$ cat src/hw/rtl/scbs_div.sv
`default_nettype none

// Small-divisor divide: reciprocal multiply (registered), then one-step correction.
module scbs_div #(
  parameter int unsigned SW = 11,
  parameter int unsigned NW = 3,
  parameter int unsigned QW = 8
) (
  input  logic          clk_i,
  input  logic          ld_i,
  input  logic [SW-1:0] num_i,
  input  logic [NW-1:0] den_i,
  output logic [QW-1:0] quo_o
);

  localparam int unsigned RW = SW + 1;
  localparam int unsigned PW = SW + RW;
  localparam int unsigned BW = SW + NW;
  localparam int unsigned NDEN = 2 ** NW;

  logic [RW-1:0] recip [NDEN];
  logic [PW-1:0] prod_q;
  logic [SW-1:0] num_q;
  logic [NW-1:0] den_q;
  logic [SW-1:0] q0;
  logic [BW-1:0] back;
  logic [BW-1:0] rem;
  logic [SW-1:0] quo;

  assign recip[0] = '0;
  for (genvar g = 1; g < NDEN; g++) begin : g_rcp
    localparam logic [RW-1:0] Rcp = RW'((64'd1 << SW) / g);
    assign recip[g] = Rcp;
  end

  always_ff @(posedge clk_i) begin
    if (ld_i) begin
      prod_q <= PW'(num_i) * PW'(recip[den_i]);
      num_q  <= num_i;
      den_q  <= den_i;
    end
  end

  always_comb begin
    q0   = prod_q[2*SW-1:SW];
    back = BW'(q0) * BW'(den_q);
    rem  = BW'(num_q) - back;
    quo  = (rem >= BW'(den_q)) ? q0 + SW'(1) : q0;
  end

  assign quo_o = QW'(quo);

endmodule

`default_nettype wire

$ cat config.mk
export PLATFORM = sky130hd
export DESIGN_NAME = scbs_div
export DESIGN_NICKNAME = d
export VERILOG_FILES = /design/src/hw/rtl/scbs_div.sv
export SDC_FILE = /design/constraint.sdc
export NUM_CORES = 1
export LEC_CHECK = 0
export BUFFER_PORTS_ARGS = -buffer_cell sky130_fd_sc_hd__buf_2
export CORE_MARGIN = 5
export CORE_UTILIZATION = 55
export CTS_BUF_LIST = sky130_fd_sc_hd__clkbuf_16
export DETAILED_ROUTE_END_ITERATION = 16
export GPL_TIMING_DRIVEN = 1
export PLACE_DENSITY = 0.76
export SYNTH_ARGS = -nofsm -noshare
export SYNTH_HDL_FRONTEND = slang
export SYNTH_SLANG_ARGS = --single-unit
$ cat constraint.sdc
create_clock -name clk_i -period 23.9 [get_ports clk_i]
set_input_delay 7.17 -clock clk_i [delete_from_list [all_inputs] [get_ports clk_i]]
set_output_delay 7.17 -clock clk_i [all_outputs]
set_load 0.01 [all_outputs]
==> run summary <==
The run finished with clean final reports. The maximum number of pins on one net before global-route repair is 31. The worst setup path is launched from an input port. The post-CTS setup-driven buffer insertion count is 0. The standby leakage power came out at 3.36 nW. The final period utilization came out at 0.570. The largest single stage delay on the critical path is 0.62 ns. Setup repair after global routing left no endpoint under its margin. The initial antenna violation count came out at 0. Dividing the synthesized area by the synthesized cell count gives 9.15 um2. After filler insertion, the fill cell instance count of the layout stands at 990. Ranked by total cell area, the synthesized netlist is headed by sky130_fd_sc_hd__fa_1, sky130_fd_sc_hd__ha_1, sky130_fd_sc_hd__edfxtp_1. The post-synthesis sequential area ratio came out at 0.119.

The pre-antenna-repair detailed-routing pass consisted of 4 iterations. The final core utilization came out at 0.580. The cell area power density came out at 93.2 nW/um2. The initial utilization of the core area, before any placement, comes to 0.557. The number of gates resized after CTS was 0. The proportion of power drawn by flip-flops and latches came out at 0.132. Routability-driven placement finished with a final weighted congestion of 0.946.

TritonCTS built the clock tree. The largest vdd supply drop came out at 0.000134 V. The ratio of cells with drive above 1 in the final layout came out at 0.0565. The number of I/O port buffers came out at 23. The cell type contributing the most total cell area after synthesis is sky130_fd_sc_hd__fa_1. The path class of the tightest hold or removal check is in -> reg. The clock passes through at most 2 buffers. The max-cap check violation count came out at 0.

The number of sinks handled by clock tree synthesis came out at 25. The die is 117 um tall. The total nets after synthesis is 892. The number of nets in the layout came out at 894.

The switching component of the power is 0.000317 W. The overall power of the completed layout is 0.000613 W. The maximum clock rate is 73.4 MHz. The first routing iteration left 420 violations.

The aggregate global routing overflow came out at 0. For this run, asynchronously set or reset flops after synthesis account for 0. The critical path contains buffers and inverters numbering 5 combined. The register cell area after layout came out at 751 um2. On the critical path the largest part of the delay comes from adder cells. Among the stages of the critical path, the cell type that occurs most often is sky130_fd_sc_hd__fa_1. The core footprint came out at 11300 um2. The antenna diode count is 0. Of all nets on the critical path, the largest fanout is 12. The buffer cell driving the clock tree root is sky130_fd_sc_hd__clkbuf_16. Headroom to the max-slew limit came out at 0.427. The number of warning messages in the yosys log came out at 0. The routed layout has 4526 vias. In the synthesized netlist, the number of instances is 689. The first-pass GRT wire length came out at 23.4 mm. The cell internal power dissipation is 0.000295 W. Clock-pin slew was measured on the worst setup and hold paths at 0.07 ns. The number of max-slew violations in the final report came out at 0. The count of final hold-check violations was 0. For this design, the CTS-stage hold fixing added 0 buffers.

In this run the number of H-tree levels came out at 1. The part of the power in combinational logic is 0.808. The number of CTS-inserted buffers came out at 3. The synthesized design contains 25 register bits. The die outline area is 13700 um2.

The post-layout minimum cycle time is 13.62 ns. The data arrival at the endpoint of the critical path came out at 13.61 ns. Among all flip-flop cells after synthesis, the most frequent one is sky130_fd_sc_hd__edfxtp_1. Once detailed placement completed, the half-perimeter wirelength came to 11.5 mm. The post-synthesis instance area is 6310 um2.

The post-route antenna net violation count is 0. Traced cell by cell, the critical path runs through buf_2, ha_1, nor2b_1, a21o_1, and2_1, fa_1, inv_1, fa_1, inv_1, fa_1, fa_1, inv_1, fa_1, inv_1, ha_1, nor2_1, nand2_1, o21ai_1, o21ai_1, o41ai_2, o21ai_1, o41ai_1, xnor2_1. For this block, the routed nets add up to 13.5 mm of wire.

The critical-path cell with the highest stage delay is sky130_fd_sc_hd__nor2b_1. The worst endpoint required time is 23.89 ns. Summing all multi-input logic gate instances after layout gives 4890 um2. In the routed layout, each cell is associated on average with a via count of 5.43. The I/O pin total came out at 24. The number of enable-type register cells in the synthesized netlist came out at 25.

The count of unresolved DRC violations after routing is 0. The via count of the first global-routing pass came out at 4986. The initialized floorplan defines 39 standard-cell rows. The routed wirelength normalized by instance count is 16.2 um. Of the total power, the clock network draws 0.059. Across all hold checks on the routed design, the worst slack comes to 7.14 ns. The setup path with the least slack is of type in -> reg.

At the pin with the least slew margin, the transition time is 0.857 ns. The accumulated negative setup slack came out at 0 ns. The die width came out at 117 um. The area share of the largest cell type after synthesis is 0.333. The number of different library cells used by synthesis comes to 49. The number of setup violations in the final report is 0. The synthesis-to-layout area growth is 4.21%. The total routing resource utilization after global routing is 0.217. The endpoint class of the critical path is a flip-flop. The switching share of power came out at 0.518.
==> per-layer routing <==
metal,vias to the layer above,global-route usage,share of wire
met5,-,0,0
li1,2147,-,-
met3,26,0.0134,0.041
met4,0,0.0573,0.024
met2,119,0.387,0.50
met1,2234,0.288,0.43
==> sequential cells by signal (all words and copies together) (netlist names) <==
signal / flops
den_q: 3
num_q: 11
prod_q: 11
==> cell usage in the layout (no fill, tap or decap), drive strengths merged, types with 3 or more instances in the layout <==
master / count
a21o: 5
a21oi: 14
and2: 54
and3: 20
and4: 3
buf: 23
clkbuf: 3
edfxtp: 25
fa: 105
ha: 82
inv: 150
nand2: 82
nand3: 9
nand4: 4
nor2: 26
nor2b: 6
nor3: 7
o211ai: 3
o21a: 6
o21ai: 15
o31ai: 3
xnor2: 21
xor2: 3
==> path summary, 6_finish.rpt <==
path                  startpoint                    to  slack [ns]  cells after the start
worst max-delay path    den_i[1]  prod_q[21]$_DFFE_PP_       10.28                     23
worst min-delay path    den_i[0]    den_q[0]$_DFFE_PP_        7.14                      1
==> synthesized netlist by cell type (3+ instances only) <==
cell / number
sky130_fd_sc_hd__inv_1: 149
sky130_fd_sc_hd__fa_1: 105
sky130_fd_sc_hd__ha_1: 82
sky130_fd_sc_hd__nand2_1: 82
sky130_fd_sc_hd__and2_1: 52
sky130_fd_sc_hd__edfxtp_1: 25
sky130_fd_sc_hd__nor2_1: 25
sky130_fd_sc_hd__clkbuf_1: 23
sky130_fd_sc_hd__xnor2_1: 21
sky130_fd_sc_hd__and3_1: 19
sky130_fd_sc_hd__a21oi_1: 14
sky130_fd_sc_hd__o21ai_0: 12
sky130_fd_sc_hd__nand3_1: 9
sky130_fd_sc_hd__nor3_1: 7
sky130_fd_sc_hd__nor2b_1: 6
sky130_fd_sc_hd__o21a_1: 6
sky130_fd_sc_hd__a21o_1: 4
sky130_fd_sc_hd__nand4_1: 4
sky130_fd_sc_hd__o21ai_1: 3
sky130_fd_sc_hd__xor2_1: 3
==> power by group through the flow <==
stage	sequential (W)	combinational, W	clock (W)
detailed placement	0.0000811	0.000491	0
global placement	0.0000795	0.000470	0
finish	0.0000811	0.000495	0.0000364
floorplan	0.0000736	0.000386	0
CTS	0.0000802	0.000496	0.0000368
global route	0.0000826	0.000568	0.0000389
==> logic make-up (layout without fill, tap and decap cells) <==
kind of cell,count (synthesis),after routing,share of synthesized area
adders and majority gates,187,187,0.496
xor gates and xnor gates,24,24,0.0333
DFF,25,25,0.119
AOI/OAI and AO/OA,60,60,0.0687
and+or+nand+nor,216,216,0.173
muxes,2,2,0.00397
buffers and inverters,175,176,0.106
==> per-stage QoR <==
stage                     setup slack (ns)  instances  area [um2]
after floorplan                      11.36        689        6310
after global placement               10.22        829        6490
after detailed placement             10.02        829        6490
after CTS                            10.24        833        6570
after global routing                  9.70        833        6570
final                                10.28        833        6570
==> layout make-up <==
type,count,area share
clock buffers,3,0.0114
clock inverters,1,0.000571
inverters,149,0.0851
multi-input cells,489,0.744
flip-flops and latches,25,0.114
well taps,143,0.0272
repair buffers,23,0.0175
No activity file was read; power rests on OpenSTA's default activity.
